===== src/hw/rtl/bsm_pkg.sv =====
// Package for the bank switch mapper: command, target and register codes,
// bus decode keys and default address widths.
// No dependencies.
`timescale 1ns / 1ps

package bsm_pkg;

   localparam int PRG_ADDR_BITS_DEFAULT = 19;
   localparam int CHR_ADDR_BITS_DEFAULT = 18;

   // Commands carried in the request tuser field.
   localparam logic [2:0] CMD_CPU_WRITE = 3'd0;
   localparam logic [2:0] CMD_CPU_READ  = 3'd1;
   localparam logic [2:0] CMD_PPU_FETCH = 3'd2;
   localparam logic [2:0] CMD_A12_RISE  = 3'd3;
   localparam logic [2:0] CMD_STEP_TICK = 3'd4;

   // Result targets carried in the response tuser field.
   localparam logic [2:0] TGT_NONE      = 3'd0;
   localparam logic [2:0] TGT_PRG_ROM   = 3'd1;
   localparam logic [2:0] TGT_PRG_RAM   = 3'd2;
   localparam logic [2:0] TGT_CHR       = 3'd3;
   localparam logic [2:0] TGT_RAM_BLOCK = 3'd4;

   // Configuration register indexes (byte address is four times the index).
   localparam logic [2:0] CSR_SIMPLE_VARIANT  = 3'd0;
   localparam logic [2:0] CSR_IRQ_RELOAD_ONLY = 3'd1;
   localparam logic [2:0] CSR_PRG_BANK_COUNT  = 3'd2;
   localparam logic [2:0] CSR_FOUR_SCREEN     = 3'd3;
   localparam logic [2:0] CSR_SRAM_FULL_SIZE  = 3'd4;

   // CPU register decode: address bits 15:13 and 0 select the register.
   localparam logic [15:0] REG_DECODE_MASK = 16'hE001;
   localparam logic [15:0] REG_BANK_SELECT = 16'h8000;
   localparam logic [15:0] REG_BANK_DATA   = 16'h8001;
   localparam logic [15:0] REG_MIRROR      = 16'hA000;
   localparam logic [15:0] REG_RAM_PROTECT = 16'hA001;
   localparam logic [15:0] REG_IRQ_LATCH   = 16'hC000;
   localparam logic [15:0] REG_IRQ_RELOAD  = 16'hC001;
   localparam logic [15:0] REG_IRQ_ACK     = 16'hE000;
   localparam logic [15:0] REG_IRQ_ENABLE  = 16'hE001;
   localparam logic [15:0] SIMPLE_TOP_ADDR = 16'h9FFF;

   localparam logic [15:0] RAM_BASE_ADDR   = 16'h6000;
   localparam logic [15:0] ROM_BASE_ADDR   = 16'h8000;
   localparam logic [15:0] CHR_LIMIT_ADDR  = 16'h2000;

   localparam logic [7:0]  SIMPLE_BANK_MASK = 8'h3F;
   localparam logic [6:0]  PRG_COUNT_RESET  = 7'd64;

endpackage


===== src/hw/rtl/bank_switch_mapper_with_scanline_irq.sv =====
// Bank switch mapper with scanline IRQ counter: translates CPU and PPU
// transactions into physical PRG ROM, PRG RAM and CHR addresses.
// The response is registered and is valid in the cycle after request acceptance.
// Throughput: one transaction per clock; the single response register
// accepts a new request whenever it is empty or being drained.
// Reset (synchronous, active high) restores all mapper and CSR state.
`timescale 1ns / 1ps

module bank_switch_mapper_with_scanline_irq
   import bsm_pkg::*;
#(
   parameter int PRG_ADDR_BITS = PRG_ADDR_BITS_DEFAULT,
   parameter int CHR_ADDR_BITS = CHR_ADDR_BITS_DEFAULT
) (
   input  logic        clock,
   input  logic        reset,
   // Request stream.
   input  logic        req_tvalid,
   output logic        req_tready,
   input  logic [23:0] req_tdata,   // addr[15:0], data[23:16]
   input  logic [2:0]  req_tuser,   // cmd[2:0]
   // Response stream.
   output logic        rsp_tvalid,
   input  logic        rsp_tready,
   output logic [23:0] rsp_tdata,   // phys_addr[18:0], mirror_horizontal[19],
                                    // irq_line[20], zero[23:21]
   output logic [2:0]  rsp_tuser,   // target[2:0]
   // Configuration port.
   input  logic        csr_psel,
   input  logic        csr_penable,
   input  logic        csr_pwrite,
   input  logic [4:0]  csr_paddr,
   input  logic [31:0] csr_pwdata,
   output logic [31:0] csr_prdata,
   output logic        csr_pready
);

   localparam logic [19:0] PRG_MASK = 20'((64'd1 << PRG_ADDR_BITS) - 64'd1);
   localparam logic [17:0] CHR_MASK = 18'((64'd1 << CHR_ADDR_BITS) - 64'd1);

   // Configuration registers.
   logic       simple_variant_ff;
   logic       irq_reload_only_ff;
   logic [6:0] prg_bank_count_ff;
   logic       four_screen_ff;
   logic       sram_full_size_ff;

   // Mapper state.
   logic [7:0] bank_regs_ff [8];
   logic [7:0] bank_regs_in [8];
   logic [2:0] bank_select_ff, bank_select_in;
   logic       prg_swap_ff, prg_swap_in;
   logic       chr_invert_ff, chr_invert_in;
   logic       ram_write_on_ff, ram_write_on_in;
   logic       ram_read_on_ff, ram_read_on_in;
   logic       mirror_ff, mirror_in;
   logic [7:0] irq_count_ff, irq_count_in;
   logic [7:0] irq_latch_ff, irq_latch_in;
   logic       irq_enable_ff, irq_enable_in;
   logic       irq_reload_ff, irq_reload_in;
   logic       irq_pending_ff, irq_pending_in;
   logic       irq_ack_ff, irq_ack_in;
   logic       irq_level_ff, irq_level_in;

   // Response register.
   logic        rsp_valid_ff;
   logic [18:0] rsp_phys_ff, rsp_phys_in;
   logic [2:0]  rsp_target_ff, rsp_target_in;

   logic        req_accept;
   logic        csr_write;
   logic [15:0] req_addr;
   logic [7:0]  req_data;
   logic [2:0]  req_cmd;

   assign req_addr   = req_tdata[15:0];
   assign req_data   = req_tdata[23:16];
   assign req_cmd    = req_tuser;
   assign req_tready = !rsp_valid_ff || rsp_tready;
   assign req_accept = req_tvalid && req_tready;
   assign csr_pready = 1'b1;
   assign csr_write  = csr_psel && csr_penable && csr_pwrite && csr_pready;

   always_comb begin
      case (csr_paddr[4:2])
         CSR_SIMPLE_VARIANT:  csr_prdata = {31'd0, simple_variant_ff};
         CSR_IRQ_RELOAD_ONLY: csr_prdata = {31'd0, irq_reload_only_ff};
         CSR_PRG_BANK_COUNT:  csr_prdata = {25'd0, prg_bank_count_ff};
         CSR_FOUR_SCREEN:     csr_prdata = {31'd0, four_screen_ff};
         CSR_SRAM_FULL_SIZE:  csr_prdata = {31'd0, sram_full_size_ff};
         default:             csr_prdata = 32'd0;
      endcase
   end

   always_ff @(posedge clock) begin
      if (reset) begin
         simple_variant_ff  <= 1'b0;
         irq_reload_only_ff <= 1'b0;
         prg_bank_count_ff  <= PRG_COUNT_RESET;
         four_screen_ff     <= 1'b0;
         sram_full_size_ff  <= 1'b1;
      end else if (csr_write) begin
         case (csr_paddr[4:2])
            CSR_SIMPLE_VARIANT:  simple_variant_ff  <= csr_pwdata[0];
            CSR_IRQ_RELOAD_ONLY: irq_reload_only_ff <= csr_pwdata[0];
            CSR_PRG_BANK_COUNT:  prg_bank_count_ff  <= csr_pwdata[6:0];
            CSR_FOUR_SCREEN:     four_screen_ff     <= csr_pwdata[0];
            CSR_SRAM_FULL_SIZE:  sram_full_size_ff  <= csr_pwdata[0];
            default: ;
         endcase
      end
   end

   // Next state and response for one transaction.
   always_comb begin
      logic [6:0]  last_bank;
      logic [6:0]  second_bank;
      logic [6:0]  prg_bank;
      logic [19:0] prg_full;
      logic [12:0] chr_addr;
      logic [2:0]  chr_index;
      logic [7:0]  chr_bank;
      logic [17:0] chr_full;
      logic        in_ram;
      logic        in_rom;
      logic        raise;

      for (int i = 0; i < 8; i++) begin
         bank_regs_in[i] = bank_regs_ff[i];
      end
      bank_select_in  = bank_select_ff;
      prg_swap_in     = prg_swap_ff;
      chr_invert_in   = chr_invert_ff;
      ram_write_on_in = ram_write_on_ff;
      ram_read_on_in  = ram_read_on_ff;
      mirror_in       = mirror_ff;
      irq_count_in    = irq_count_ff;
      irq_latch_in    = irq_latch_ff;
      irq_enable_in   = irq_enable_ff;
      irq_reload_in   = irq_reload_ff;
      irq_pending_in  = irq_pending_ff;
      irq_ack_in      = irq_ack_ff;
      irq_level_in    = irq_level_ff;
      rsp_phys_in     = 19'd0;
      rsp_target_in   = TGT_NONE;
      raise           = 1'b1;

      in_ram = (req_addr >= RAM_BASE_ADDR) && (req_addr < ROM_BASE_ADDR);
      in_rom = (req_addr >= ROM_BASE_ADDR);

      // PRG ROM window: the last two banks are fixed, the swap mode trades
      // the first and third windows.
      last_bank   = prg_bank_count_ff - 7'd1;
      second_bank = last_bank - 7'd1;
      case (req_addr[14:13])
         2'd0:    prg_bank = prg_swap_ff ? second_bank : bank_regs_ff[6][6:0];
         2'd1:    prg_bank = bank_regs_ff[7][6:0];
         2'd2:    prg_bank = prg_swap_ff ? bank_regs_ff[6][6:0] : second_bank;
         default: prg_bank = last_bank;
      endcase
      prg_full = {prg_bank, req_addr[12:0]} & PRG_MASK;

      // CHR windows: two 2K banks in one half, four 1K banks in the other.
      chr_addr = req_addr[12:0] ^ {chr_invert_ff, 12'd0};
      if (!chr_addr[12]) begin
         chr_index = {2'b00, chr_addr[11]};
      end else begin
         chr_index = 3'd2 + {1'b0, chr_addr[11:10]};
      end
      chr_bank = bank_regs_ff[chr_index];
      if (!chr_addr[12]) begin
         chr_full = {chr_bank[7:1], chr_addr[10:0]};
      end else begin
         chr_full = {chr_bank, chr_addr[9:0]};
      end
      chr_full = chr_full & CHR_MASK;

      case (req_cmd)
         CMD_CPU_WRITE: begin
            if (in_ram) begin
               if (ram_write_on_ff) begin
                  rsp_target_in = TGT_PRG_RAM;
                  rsp_phys_in   = {6'd0, req_addr[12:0]};
               end
            end else if (in_rom && !(simple_variant_ff && req_addr > SIMPLE_TOP_ADDR)) begin
               case (req_addr & REG_DECODE_MASK)
                  REG_BANK_SELECT: begin
                     bank_select_in = req_data[2:0];
                     if (!simple_variant_ff) begin
                        prg_swap_in   = req_data[6];
                        chr_invert_in = req_data[7];
                     end
                  end
                  REG_BANK_DATA: begin
                     bank_regs_in[bank_select_ff] = simple_variant_ff ?
                        (req_data & SIMPLE_BANK_MASK) : req_data;
                  end
                  REG_MIRROR: begin
                     if (!four_screen_ff) begin
                        mirror_in = req_data[0];
                     end
                  end
                  REG_RAM_PROTECT: begin
                     if (sram_full_size_ff) begin
                        ram_write_on_in = !req_data[6];
                        ram_read_on_in  = req_data[7];
                     end
                  end
                  REG_IRQ_LATCH:  irq_latch_in  = req_data;
                  REG_IRQ_RELOAD: irq_reload_in = 1'b1;
                  REG_IRQ_ACK: begin
                     irq_ack_in    = 1'b1;
                     irq_enable_in = 1'b0;
                  end
                  REG_IRQ_ENABLE: irq_enable_in = 1'b1;
                  default: ;
               endcase
            end
         end
         CMD_CPU_READ: begin
            if (in_ram) begin
               if (ram_read_on_ff) begin
                  rsp_target_in = TGT_PRG_RAM;
                  rsp_phys_in   = {6'd0, req_addr[12:0]};
               end else begin
                  rsp_target_in = TGT_RAM_BLOCK;
               end
            end else if (in_rom) begin
               rsp_target_in = TGT_PRG_ROM;
               rsp_phys_in   = prg_full[18:0];
            end
         end
         CMD_PPU_FETCH: begin
            if (req_addr < CHR_LIMIT_ADDR) begin
               rsp_target_in = TGT_CHR;
               rsp_phys_in   = {1'b0, chr_full};
            end
         end
         CMD_A12_RISE: begin
            irq_pending_in = 1'b1;
         end
         CMD_STEP_TICK: begin
            // An acknowledge drops the line first; a pending A12 edge then
            // clocks the counter and may raise it again.
            if (irq_ack_ff) begin
               irq_level_in = 1'b0;
               irq_ack_in   = 1'b0;
            end
            if (irq_pending_ff) begin
               if (irq_count_ff == 8'd0 || irq_reload_ff) begin
                  if (irq_reload_only_ff) begin
                     raise = irq_reload_ff;
                  end
                  irq_reload_in = 1'b0;
                  irq_count_in  = irq_latch_ff;
               end else begin
                  irq_count_in = irq_count_ff - 8'd1;
               end
               if (raise && irq_enable_ff && irq_count_in == 8'd0) begin
                  irq_level_in = 1'b1;
               end
               irq_pending_in = 1'b0;
            end
         end
         default: ;
      endcase
   end

   always_ff @(posedge clock) begin
      if (reset) begin
         for (int i = 0; i < 8; i++) begin
            bank_regs_ff[i] <= (i == 7) ? 8'd1 : 8'd0;
         end
         bank_select_ff  <= 3'd0;
         prg_swap_ff     <= 1'b0;
         chr_invert_ff   <= 1'b0;
         ram_write_on_ff <= 1'b1;
         ram_read_on_ff  <= 1'b1;
         mirror_ff       <= 1'b0;
         irq_count_ff    <= 8'd0;
         irq_latch_ff    <= 8'd0;
         irq_enable_ff   <= 1'b0;
         irq_reload_ff   <= 1'b0;
         irq_pending_ff  <= 1'b0;
         irq_ack_ff      <= 1'b0;
         irq_level_ff    <= 1'b0;
      end else if (req_accept) begin
         for (int i = 0; i < 8; i++) begin
            bank_regs_ff[i] <= bank_regs_in[i];
         end
         bank_select_ff  <= bank_select_in;
         prg_swap_ff     <= prg_swap_in;
         chr_invert_ff   <= chr_invert_in;
         ram_write_on_ff <= ram_write_on_in;
         ram_read_on_ff  <= ram_read_on_in;
         mirror_ff       <= mirror_in;
         irq_count_ff    <= irq_count_in;
         irq_latch_ff    <= irq_latch_in;
         irq_enable_ff   <= irq_enable_in;
         irq_reload_ff   <= irq_reload_in;
         irq_pending_ff  <= irq_pending_in;
         irq_ack_ff      <= irq_ack_in;
         irq_level_ff    <= irq_level_in;
      end
   end

   always_ff @(posedge clock) begin
      if (reset) begin
         rsp_valid_ff <= 1'b0;
      end else if (req_accept) begin
         rsp_valid_ff <= 1'b1;
      end else if (rsp_tready) begin
         rsp_valid_ff <= 1'b0;
      end
   end

   always_ff @(posedge clock) begin
      if (req_accept) begin
         rsp_phys_ff   <= rsp_phys_in;
         rsp_target_ff <= rsp_target_in;
      end
   end

   // Mirroring and IRQ level are taken from state, which only changes on
   // an accepted transaction, so they match the held response.
   assign rsp_tvalid = rsp_valid_ff;
   assign rsp_tdata  = {3'd0, irq_level_ff, mirror_ff, rsp_phys_ff};
   assign rsp_tuser  = rsp_target_ff;

endmodule

===== config.mk =====
export PLATFORM = sky130hd
export DESIGN_NAME = bank_switch_mapper_with_scanline_irq
export DESIGN_NICKNAME = d
export VERILOG_FILES = /design/src/hw/rtl/bsm_pkg.sv /design/src/hw/rtl/bank_switch_mapper_with_scanline_irq.sv
export SDC_FILE = /design/constraint.sdc
export NUM_CORES = 1
export LEC_CHECK = 0
export ABC_AREA = 1
export BUFFER_PORTS_ARGS = -buffer_cell sky130_fd_sc_hd__buf_2
export CORE_MARGIN = 2
export CORE_UTILIZATION = 30
export DETAILED_ROUTE_END_ITERATION = 10
export PLACE_DENSITY = 0.6
export SYNTH_ARGS = -nofsm -noshare
export SYNTH_HDL_FRONTEND = slang
export SYNTH_SLANG_ARGS = --single-unit

===== constraint.sdc =====
create_clock -name clock -period 7.8 [get_ports clock]
set_input_delay 1.56 -clock clock [delete_from_list [all_inputs] [get_ports clock]]
set_output_delay 1.56 -clock clock [all_outputs]
set_load 0.01 [all_outputs]

**Word-level counts from Yosys, hierarchy flattened**

Memories as Yosys holds them, arrays and structs flattened.
Index checks and enable logic that the tools add are counted.

- Magnitude comparators: 7
- Muxes and demuxes: 65
- Eq/ne operators: 24
- Bitwise gates (word level): 13
- Add/sub/neg operators: 4
- Reductions and logical operators: 39

Operator list:

| kind | count |
|---|---|
| 64-bit two-way mux | 4 |
| 8-bit two-way mux | 13 |
| 64-bit bitwise mux | 1 |
| 19-bit case mux with 3 select lines | 1 |
| 13-bit two-way mux | 3 |
| 19-bit two-way mux | 2 |
| 7-bit case mux with 5 select lines | 1 |
| 4-bit == test, second input constant | 8 |
| 8-bit demux with 3-bit select | 1 |
| 1-bit two-way mux | 23 |
| 5-bit AND reduction | 4 |
| 18-bit two-way mux | 1 |
| 6-bit case mux with 3 select lines | 1 |
| 6-bit AND reduction | 3 |
| 16-bit by 15-bit greater-or-equal comparator with 1-bit output, second input constant | 1 |
| 16-bit greater-or-equal comparator, second input constant | 1 |
| 16-bit > comparator, second input constant | 1 |
| 8-bit zero test | 2 |
| 16-bit by 14-bit less-than comparator with 1-bit output, second input constant | 1 |
| 16-bit less-than comparator, second input constant | 1 |
| 2-bit AND reduction | 7 |
| 13-bit XOR | 1 |
| 3-bit by 2-bit == test with 1-bit output, second input constant | 4 |
| 6-bit two-way mux | 2 |
| other kinds (27) | 65 |

- Memories kept: 1
- Memory bits (writable): 64
- Register bits: 63
- Bits of input ports: 71
- Output and inout port bits: 62

Memory list:

| name | words | width | rd ports | clocked after memory_dff | write ports | line | text |
|---|---|---|---|---|---|---|---|
| bank_regs_ff | 8 | 8 | 9 | 0 | 8 | bank_switch_mapper_with_scanline_irq.sv:49 | `logic [7:0] bank_regs_ff [8];` |

**Logic depth before layout (Yosys ltp)**

Gate-level depths: netlist of the first run.

- Word-level depth: 11
- Mapped depth: 13
- Mapped depth without buffers: 13

**Least setup slack after synthesis of the first run**

No wires, ideal clock.

- Path kind: input-to-reg
- From: in rsp_tready
- To: mem bank_regs_ff[0][1], enable pin
- Arrival: 7206 ps
- Stages: 8
- Path slack: 17 ps
- Data required time: 7223 ps
- Cell sequence: inv_1 -> nand2_2 -> nand2_1 -> inv_2 -> nand3_2 -> nor2_4 -> inv_2 -> o41ai_1

RTL lines:

| what | line | text |
|---|---|---|
| from (decl) | bank_switch_mapper_with_scanline_irq.sv:24 | `input logic rsp_tready,` |
| to (decl) | bank_switch_mapper_with_scanline_irq.sv:49 |  |

**Worst setup path after layout of the first run**

- From: in csr_paddr[3]
- To: out csr_prdata[0]

- Word-level cells in the longest chain between the ends: 2

Ends and longest elaborated chain:

| what | line | text |
|---|---|---|
| from (decl) | bank_switch_mapper_with_scanline_irq.sv:32 | `input logic [4:0] csr_paddr,` |
| 3-bit == test, or another cell as far along | bank_switch_mapper_with_scanline_irq.sv:85 | `case (csr_paddr[4:2])` |
| 7-bit case mux with 5 select lines (*) | bank_switch_mapper_with_scanline_irq.sv:85 |  |
| to (decl) | bank_switch_mapper_with_scanline_irq.sv:34 | `output logic [31:0] csr_prdata,` |

Mark *: on every way between the ends. The rest lies on a longest branch, timed or not.

==> impl_metrics.py, run 1 <==
metrics = {
    "timing": {
        "max_slew_margin_pct": 54.2,
        "finalCritPeriodShare_pct": 52.8,
        "clock.fmax_mhz": 243,
        "setup_ws_ns": 3.68,
        "min_period_ns": 4.12,
        "setup_viol": 0,
        "worstMarginPinSlew_ns": 0.685,
        "skew_ns": 0.00858,
        "rsz0062_at_grt": "false",
        "maxSlewViolCount": 0,
        "finalSetupTns_ns": 0,
        "hold_viol_final": 0,
    },
    "final_layout": {
        "nets": 1003,
        "instances_no_fill": 1224,
        "fillers": 2355,
        "utilization_pct": 35.3,
        "syn2layout_area_growth_pct": 15.6,
        "drive_gt1_share_pct": 15.5,
        "fin_area_mm2": 0.00803,
        "antennaDiodeCount": 0,
    },
    "cts": {
        "cts-root-buf": "clkbuf_16",
        "postCtsHoldBufs": 0,
        "cts.path.max_buffers": 2,
        "numCtsBuffers": 17,
        "cts_resized": 0,
        "clk_latency_ns": 0.42,
        "cts_sinks": 121,
        "clkTransAtPathRegs_ns": 0.05,
        "ctsHtreeMaxLevel": 4,
        "post_cts_buffers": 0,
        "cts_tree": "yes",
    },
    "drt": {
        "vias_per_cell": 4.83,
        "routed_wl_um": 18000,
        "first_iter_violations": 419,
        "drc": 0,
        "ant_nets": 0,
        "vias": 5909,
        "route.met3.wl_um": 841,
        "highest_layer": "met4",
        "wire_per_inst_um": 14.7,
        "wl_met2_um": 8200,
        "m1WireLength_um": 8540,
        "dr.pass1.iters": 5,
    },
    "pwr": {
        "cellPowerDensity_mw_per_mm2": 212,
        "ir_drop_mv": 0.116,
        "leakagePower_nw": 3.45,
    },
    "synth": {
        "yosys_register_bits": 121,
        "yosysMostFrequentCell": "nand2_1",
        "avgSynthCellArea_um2": 8.01,
        "synth-edff-count": 80,
        "synthFlopType": "edfxtp_1",
        "ys_types": 46,
        "synth_top_area_share_pct": 34.6,
        "synth_area_leader_cell": "edfxtp_1",
        "ys_warn_count": 0,
        "syn-cell-area_mm2": 0.00694,
        "synthTopCellsByCount": "nand2_1 (160), inv_1 (103), nor2_1 (85)",
        "synthArstFlopShare_pct": 0,
        "syn_inst": 867,
        "synthTopCellsByArea": "edfxtp_1 (35%), dfxtp_1 (12%), nand2_1 (8.7%)",
        "yosysSeqAreaShare_pct": 46.4,
    },
    "global_route": {
        "grt_max_degree": 50,
        "antenna_found_initial": 0,
        "track_usage_pct": 15.0,
        "grt_pass1_wl_um": 28600,
        "grt_overflow": 0,
        "grt_pass1_vias": 5453,
    },
    "flow_run": {
        "cap_violations": 0,
    },
    "placed_design": {
        "hpwl_um": 12300,
        "dp.cells": 1192,
        "place_congestion": 0.826,
        "placed_area_mm2": 0.00742,
        "place_ws_ns": 3.70,
        "io_buffers": 76,
    },
    "floorplan": {
        "placementRows": 55,
        "die_y_um": 156,
        "ios": 133,
        "dieArea_mm2": 0.0244,
        "dieWidth_um": 156,
        "start_util_pct": 30.6,
        "core_area_mm2": 0.0227,
    },
    "worst_setup_path": {
        "cp_top_family": "buffers and inverters",
        "startpoint": "csr_paddr[3]",
        "cp.required_ns": 6.24,
        "r2r_start": "rsp_tvalid",
        "crit_slowest_cell": "inv_1",
        "path_cells": "buf_2, inv_1, nor3_1, inv_1, o22ai_1, a31oi_1, o211ai_1, buf_2",
        "path_class": "in2out",
        "timing.reg2reg.setup_slack_ns": 5.15,
        "critPathMaxFanout": 8,
        "cp-start-kind": "input pin",
        "slowest_delay_ns": 0.23,
        "cp.buffers_inverters": 4,
        "worstPathArrival_ns": 2.56,
        "end_kind": "primary output",
    },
    "hold_path": {
        "hold_path_class": "reg2reg",
        "worst_hold_startpoint": "irq_ack_ff",
    },
    "run_status": {
        "status": "finished clean",
    },
}
==> layer usage <==
| metal | track usage [%] | vias to the layer above |
|---|---|---|
| li1 | - | 2989 |
| met1 | 20.1 | 2729 |
| met2 | 23.9 | 165 |
| met3 | 2.83 | 26 |
| met4 | 6.07 | 0 |
| met5 | 0 | - |
==> worst register-to-register path, delay by kind of cell, from the launching register on <==
| kind | cells | cell delay, ns |
|---|---|---|
| AOI/OAI and AO/OA | 1 | 0.20 |
| and+or+nand+nor | 4 | 0.61 |
| DFF | 1 | 0.31 |
| buffers and inverters | 3 | 1.13 |
==> cell families (layout without fill, tap and decap cells) <==
family | Yosys count | in the layout | synth area share, %
XOR/XNOR | 9 | 9 | 1.14
other | 2 | 29 | 0.108
AO/OA/AOI/OAI | 186 | 186 | 15.6
adder cells (fa/ha/maj) | 6 | 6 | 1.08
buffers and inverters | 181 | 226 | 12.1
flip-flops | 121 | 121 | 46.4
AND/OR/NAND/NOR | 362 | 362 | 23.6
==> layout make-up <==
class	instances	area (um2)	share of cell area, %
clock buffer	19	433	5.39
clock inverter	13	178	2.21
inverter	114	433	5.39
multi-input combinational	592	2990	37.3
sequential	121	3220	40.2
tap	285	357	4.44
timing repair buffer	80	410	5.11
==> sequential cells by signal, indices dropped and copies added, names as in the netlist, 3 cells and up <==
signal             cells
bank_regs_ff          58
bank_select_ff         3
irq_count_ff           8
irq_latch_ff           8
prg_bank_count_ff      7
rsp_phys_ff           19
rsp_tuser              3
==> final timing paths <==
kind	end	cells after the start
hold reg to reg	irq_ack_ff	2
hold / removal	irq_ack_ff	2
setup / recovery	csr_prdata[0]	8
setup reg to reg	bank_regs_ff[2][3]	8
==> placed cells by master, fill, tap and decap left out, types with 4 or more instances in the layout <==
master	count
a211oi_1	12
a21oi_1	78
buf_2	76
buf_4	4
bufinv_16	4
clkbuf_16	17
clkinv_1	6
conb_1	29
dfxtp_1	41
edfxtp_1	80
ha_1	6
inv_1	103
inv_2	7
nand2_1	160
nand2_2	8
nand3_1	56
nand4_1	22
nor2_1	85
nor2_4	6
nor3_1	11
o211ai_1	26
o21ai_0	53
xor2_1	7
==> per-stage QoR <==
step	hold slack [ns]	total power, mW
2_1_floorplan	0.424	0.849
3_3_place_gp	0.440	0.891
3_5_place_dp	0.447	0.892
4_1_cts	0.456	1.71
5_1_grt	0.476	1.77
6_report	0.455	1.70
==> report_power, final <==
group	internal (mW)	switching [mW]
logic	0.0462	0.111
clock network	0.531	0.288
registers	0.711	0.0111
total	1.29	0.411
No activity file was read; power rests on OpenSTA's default activity.
==> run 2: changes to the inputs <==
==> constraint.sdc (replaced) <==
create_clock -name clock -period 3.7 [get_ports clock]
set_input_delay 0.74 -clock clock [delete_from_list [all_inputs] [get_ports clock]]
set_output_delay 0.74 -clock clock [all_outputs]
set_load 0.01 [all_outputs]
==> run 2 against run 1 <==
Wire length increased by 0.82%. Largest cell class unchanged. Non-clock buffer count increased by 1. Die area unchanged. Clock skew decreased by 0.0010 ns. Register-to-register slack got worse by 3.8 ns. Hold slack got worse by 0.0042 ns.
==> impl_metrics.py, run 2 (synthesis gave the netlist of run 1 again) <==
metrics = {
    "run_status": {
        "status": "finished clean",
    },
    "pwr": {
        "leakagePower_nw": 3.46,
        "cellPowerDensity_mw_per_mm2": 440,
        "finalPower_mw": 3.53,
        "ir_drop_mv": 0.342,
    },
    "worst_setup_path": {
        "r2r-end": "rsp_phys_ff[16]",
        "startpoint": "csr_paddr[3]",
        "critPathMaxFanout": 8,
        "timing.reg2reg.setup_slack_ns": 1.40,
        "path_class": "in2out",
        "cp-start-kind": "input pin",
        "r2r_cells": 10,
        "crit_end": "csr_prdata[0]",
        "end_kind": "primary output",
        "r2r_start": "chr_invert_ff",
        "worstPathArrival_ns": 1.69,
        "cp.required_ns": 2.96,
    },
    "global_route": {
        "grt-busiest-layer": "met2",
        "grt_pass1_wl_um": 28800,
        "antenna_found_initial": 0,
        "grt_pass1_vias": 5526,
        "grtUsageMet1_pct": 20.1,
        "grt_use_met2_pct": 24.3,
        "grt_overflow": 0,
        "grt_util_met3_pct": 2.86,
        "grt_max_degree": 49,
        "track_usage_pct": 15.0,
    },
    "placed_design": {
        "hpwl_um": 12500,
        "io_buffers": 76,
        "place_congestion": 0.819,
        "dp.cells": 1193,
    },
    "drt": {
        "dr.pass1.iters": 5,
        "vias_per_cell": 4.85,
        "first_iter_violations": 480,
        "vias": 5937,
        "routed_wl_um": 18100,
        "drc": 0,
        "ant_nets": 0,
        "wire_per_inst_um": 14.8,
    },
    "cts": {
        "post_cts_buffers": 0,
        "postCtsHoldBufs": 0,
        "clk_latency_ns": 0.42,
        "clkTransAtPathRegs_ns": 0.06,
        "cts-root-buf": "clkbuf_16",
        "cts_tree": "yes",
        "cts.path.max_buffers": 2,
        "cts_resized": 0,
        "cts_sinks": 121,
        "numCtsBuffers": 17,
        "ctsHtreeMaxLevel": 4,
    },
    "timing": {
        "skew_ns": 0.00756,
        "max_slew_margin_pct": 54.6,
        "rsz0062_at_grt": "false",
        "worstMarginPinSlew_ns": 0.680,
        "maxSlewViolCount": 0,
        "clock.fmax_mhz": 412,
        "finalCritPeriodShare_pct": 65.6,
        "hold_viol_final": 0,
        "finalSetupTns_ns": 0,
        "setup_viol": 0,
        "min_period_ns": 2.43,
    },
    "floorplan": {
        "die_y_um": 156,
        "dieWidth_um": 156,
        "start_util_pct": 30.6,
        "ios": 133,
        "dieArea_mm2": 0.0244,
        "placementRows": 55,
        "core_area_mm2": 0.0227,
    },
    "final_layout": {
        "top_regs": "bank_regs_ff: 58 flops, rsp_phys_ff: 19 flops",
        "regMostFlops": "bank_regs_ff",
        "largest_reg_flops": 58,
        "instances_no_fill": 1225,
        "antennaDiodeCount": 0,
        "multi_input_area_mm2": 0.00300,
        "register_area_mm2": 0.00322,
        "final_cell_mix": "nand2_1 (160), inv_1 (103), nor2_1 (85)",
        "drive_gt1_share_pct": 15.9,
        "layout_commonest_cell": "nand2_1",
        "syn2layout_area_growth_pct": 15.5,
        "nets": 1004,
        "fillers": 2372,
    },
    "flow_run": {
        "cap_violations": 0,
    },
    "hold_path": {
        "hold_path_class": "reg2reg",
    },
}
-- run 2: changes by cell type in the layout (fill, tap and decap cells not counted) --
cell and delta:
buf_4 +1, clkinv_2 +4, clkinvlp_4 -1, o41ai_2 -1, inv_6 +1, o41ai_4 +1
clkinv_4 -1, clkinv_1 -2, bufinv_16 -1
-- run 2: layout make-up --
cell class / instances / area share, %
sequential: 121 / 40.2
multi-input combinational: 592 / 37.5
clock buffer: 19 / 5.40
inverter: 114 / 5.40
timing repair buffer: 81 / 5.21
tap: 285 / 4.45
clock inverter: 13 / 1.90
-- run 2: worst max-delay path, stage by stage --
cell	delay [ns]
buf_2	0.12
inv_1	0.06
nor3_1	0.04
inv_1	0.20
o22ai_1	0.11
a31oi_1	0.16
o211ai_1	0.10
buf_2	0.15
-- run 2: power breakdown --
part	switching [mW]	internal, mW
logic	0.236	0.0987
registers	0.0249	1.50
clock network	0.614	1.05
total	0.875	2.65
-- run 2: worst min path at each step --
stage | startpoint | end | slack, ns | cells after the start
after floorplan | irq_latch_ff[4] | irq_latch_ff[4] | 0.42 | 2
after global placement | irq_ack_ff | irq_ack_ff | 0.44 | 2
after detailed placement | mirror_ff | mirror_ff | 0.44 | 2
after CTS | irq_latch_ff[3] | irq_latch_ff[3] | 0.46 | 2
after global routing | irq_ack_ff | irq_ack_ff | 0.46 | 2
final | irq_latch_ff[3] | irq_latch_ff[3] | 0.45 | 2
-- run 2: stage by stage --
step                      hold slack, ns  utilization, %  cell area [um2]  setup WS [ns]
after global placement             0.440            32.7             7430          0.954
after global routing               0.463            35.3             8020           1.15
after detailed placement           0.444            32.7             7430          0.912
final                              0.451            35.3             8020           1.27
after CTS                          0.455            35.3             8020           1.26
after floorplan                    0.424               -             7060         0.0189
-- run 2: layer usage --
metal	wire length, um	up-vias
li1	-	2985
met1	8470	2761
met2	8300	165
met3	967	26
met4	360	0
met5	0	-
==> run 3: changes to the inputs <==
--- a/config.mk
+++ b/config.mk
@@ -5,7 +5,7 @@
 export SDC_FILE = /design/constraint.sdc
 export NUM_CORES = 1
 export LEC_CHECK = 0
-export ABC_AREA = 1
+export ABC_AREA = 0
 export BUFFER_PORTS_ARGS = -buffer_cell sky130_fd_sc_hd__buf_2
 export CORE_MARGIN = 2
 export CORE_UTILIZATION = 30
==> constraint.sdc (replaced) <==
create_clock -name clock -period 2.2 [get_ports clock]
set_input_delay 0.44 -clock clock [delete_from_list [all_inputs] [get_ports clock]]
set_output_delay 0.44 -clock clock [all_outputs]
set_load 0.01 [all_outputs]
==> run 3 against run 2 <==
Register-to-register slack got worse by 1.2 ns. Combinational power increased by 46%. Critical path depth unchanged. Sequential share of layout area decreased by 0.46 points. Clock power increased by 74%. First-iteration DRC count decreased by 7.9%. Synthesized cell count decreased by 15%. Setup slack got worse by 1.1 ns. Wire length decreased by 4.4%. Total power increased by 69%. Area after synthesis decreased by 0.59%. Critical path type is now reg2reg.
==> impl_metrics.py, run 3 <==
metrics = {
    "cts": {
        "clkTransAtPathRegs_ns": 0.06,
        "postCtsHoldBufs": 0,
        "cts_sinks": 121,
        "clk_latency_ns": 0.42,
        "numCtsBuffers": 17,
        "cts_tree": "yes",
        "ctsHtreeMaxLevel": 4,
        "cts-root-buf": "clkbuf_16",
        "cts.path.max_buffers": 2,
    },
    "run_status": {
        "status": "finished clean",
    },
    "pwr": {
        "cellPowerDensity_mw_per_mm2": 733,
        "ir_drop_mv": 0.394,
        "leakagePower_nw": 3.24,
    },
    "timing": {
        "whs_ns": 0.231,
        "worstMarginPinSlew_ns": 0.664,
        "maxSlewViolCount": 0,
        "finalSetupTns_ns": 0,
        "finalCritPeriodShare_pct": 91.2,
        "rsz0062_at_grt": "false",
        "skew_ns": 0.00759,
        "max_slew_margin_pct": 55.7,
        "hold_viol_final": 0,
        "clock.fmax_mhz": 498,
        "setup_ws_ns": 0.193,
        "setup_viol": 0,
        "min_period_ns": 2.01,
    },
    "global_route": {
        "grt_pass1_vias": 5071,
        "grt_max_degree": 47,
        "grt_pass1_wl_um": 27700,
        "track_usage_pct": 14.6,
        "grt_overflow": 0,
        "antenna_found_initial": 1,
    },
    "final_layout": {
        "top_regs": "bank_regs_ff: 58 flops, rsp_phys_ff: 19 flops",
        "final_cell_mix": "nand2_1 (102), nor2_1 (92), edfxtp_1 (80)",
        "layout_commonest_cell": "nand2_1",
        "regMostFlops": "bank_regs_ff",
        "fillers": 2297,
        "syn2layout_area_growth_pct": 17.6,
        "utilization_pct": 35.8,
        "fin_area_mm2": 0.00812,
        "antennaDiodeCount": 0,
        "largest_reg_flops": 58,
        "drive_gt1_share_pct": 20.1,
        "nets": 874,
    },
    "floorplan": {
        "dieArea_mm2": 0.0242,
        "dieWidth_um": 156,
        "start_util_pct": 30.5,
        "die_y_um": 156,
        "placementRows": 55,
        "ios": 133,
        "core_area_mm2": 0.0226,
    },
    "synth": {
        "synth-edff-count": 80,
        "synthFlopType": "edfxtp_1",
        "yosysSeqAreaShare_pct": 46.7,
        "synth_area_leader_cell": "edfxtp_1",
        "synthTopCellsByCount": "nand2_1 (102), nor2_1 (92), edfxtp_1 (80)",
        "yosys_register_bits": 121,
        "synth_top_area_share_pct": 34.8,
        "ys_types": 73,
        "yosysMostFrequentCell": "nand2_1",
        "syn_inst": 734,
        "synthArstFlopShare_pct": 0,
        "synthTopCellsByArea": "edfxtp_1 (35%), dfxtp_1 (12%), mux2i_1 (9.1%)",
        "syn-cell-area_mm2": 0.00690,
        "avgSynthCellArea_um2": 9.40,
        "ys_warn_count": 0,
    },
    "drt": {
        "ant_nets": 0,
        "routed_wl_um": 17300,
        "wire_per_inst_um": 15.8,
        "first_iter_violations": 442,
        "vias": 5373,
        "drc": 0,
        "vias_per_cell": 4.91,
        "dr.pass1.iters": 5,
    },
    "worst_setup_path": {
        "cp-start-kind": "register",
        "timing.reg2reg.setup_slack_ns": 0.19,
        "end_kind": "register",
        "critPathMaxFanout": 4,
        "path_class": "reg2reg",
        "worstPathArrival_ns": 2.28,
        "cp.required_ns": 2.47,
    },
    "hold_path": {
        "hold_path_class": "in2reg",
    },
    "placed_design": {
        "hpwl_um": 12100,
        "place_congestion": 0.840,
        "place_ws_ns": 0.125,
        "placed_area_mm2": 0.00748,
        "io_buffers": 76,
    },
    "flow_run": {
        "cap_violations": 0,
    },
}
==> run 3: cell count changes after synthesis, moves of 8 or more <==
cell / before / now
o211ai_1: 26 / 0
inv_1: 103 / 16
mux2i_1: 0 / 63
o21ai_0: 53 / 9
nor2b_1: 0 / 17
a21oi_1: 78 / 70
nand2_1: 160 / 102
nand4_1: 22 / 4
clkbuf_1: 18 / 26
nand3_1: 56 / 6
==> run 3: per-stage QoR <==
step / cells / power (mW)
finish: 1095 / 5.95
global placement: 1062 / 3.09
floorplan: 761 / 2.94
detailed placement: 1062 / 3.09
global route: 1095 / 6.16
CTS: 1094 / 5.99
==> run 3: worst max-delay path, cell delays in order (launching register included) <==
cell and delay [ns]:
dfxtp_2 0.38, inv_1 0.09, ha_1 0.18, a21boi_2 0.17, xnor2_2 0.23, nand3_2 0.14, a21o_1 0.20, a311o_1 0.36
a21oi_2 0.12
==> run 3: final timing paths <==
kind	startpoint	endpoint	cells past startpoint
worst max-delay path	prg_bank_count_ff[2]	rsp_phys_ff[18]	8
worst min-delay path	csr_pwdata[6]	prg_bank_count_ff[6]	2
worst max register to register	prg_bank_count_ff[2]	rsp_phys_ff[18]	8
worst min register to register	irq_enable_ff	irq_enable_ff	2
==> run 3: layout make-up <==
type                       count  area, um2  share of cell area [%]
multi-input combinational    537       3270                    40.3
sequential                   121       3220                    39.7
timing repair buffer         100        586                    7.22
clock buffer                  17        425                    5.24
tap                          285        357                    4.39
clock inverter                15        181                    2.24
inverter                      20       75.1                   0.925
==> run 3: cell families (layout without fill, tap and decap cells) <==
kind of cell	count (synthesis)	count (layout)	share of synthesized area [%]
buf+inv	103	152	7.76
flops	121	121	46.7
mux	67	67	9.95
simple gates	284	284	20.1
other cells	2	29	0.109
xor+xnor	10	10	1.60
fa+ha+maj	6	6	1.09
compound gates	141	141	12.7
==> run 3: timing repair <==
item                       in CTS  in global routing
setup endpoints to repair       0                  3
buffers inserted                0                  1
gates resized for setup         0                  6
hold endpoints to repair        0                  0
==> run 3: per-layer routing <==
layer / up-vias / GRT usage, % / part of all wire, %
li1: 2647 / - / -
met1: 2556 / 19.5 / 47
met2: 152 / 23.4 / 47
met3: 16 / 3.61 / 5.2
met4: 2 / 4.15 / 1.1
met5: - / 0 / 0.064
==> run 3: where the power goes <==
part	leakage [nW]	internal [mW]	switching [mW]	total, mW
logic	1.81	0.171	0.319	0.490
registers	1.15	2.52	0.0423	2.56
clock network	0.289	1.87	1.03	2.90
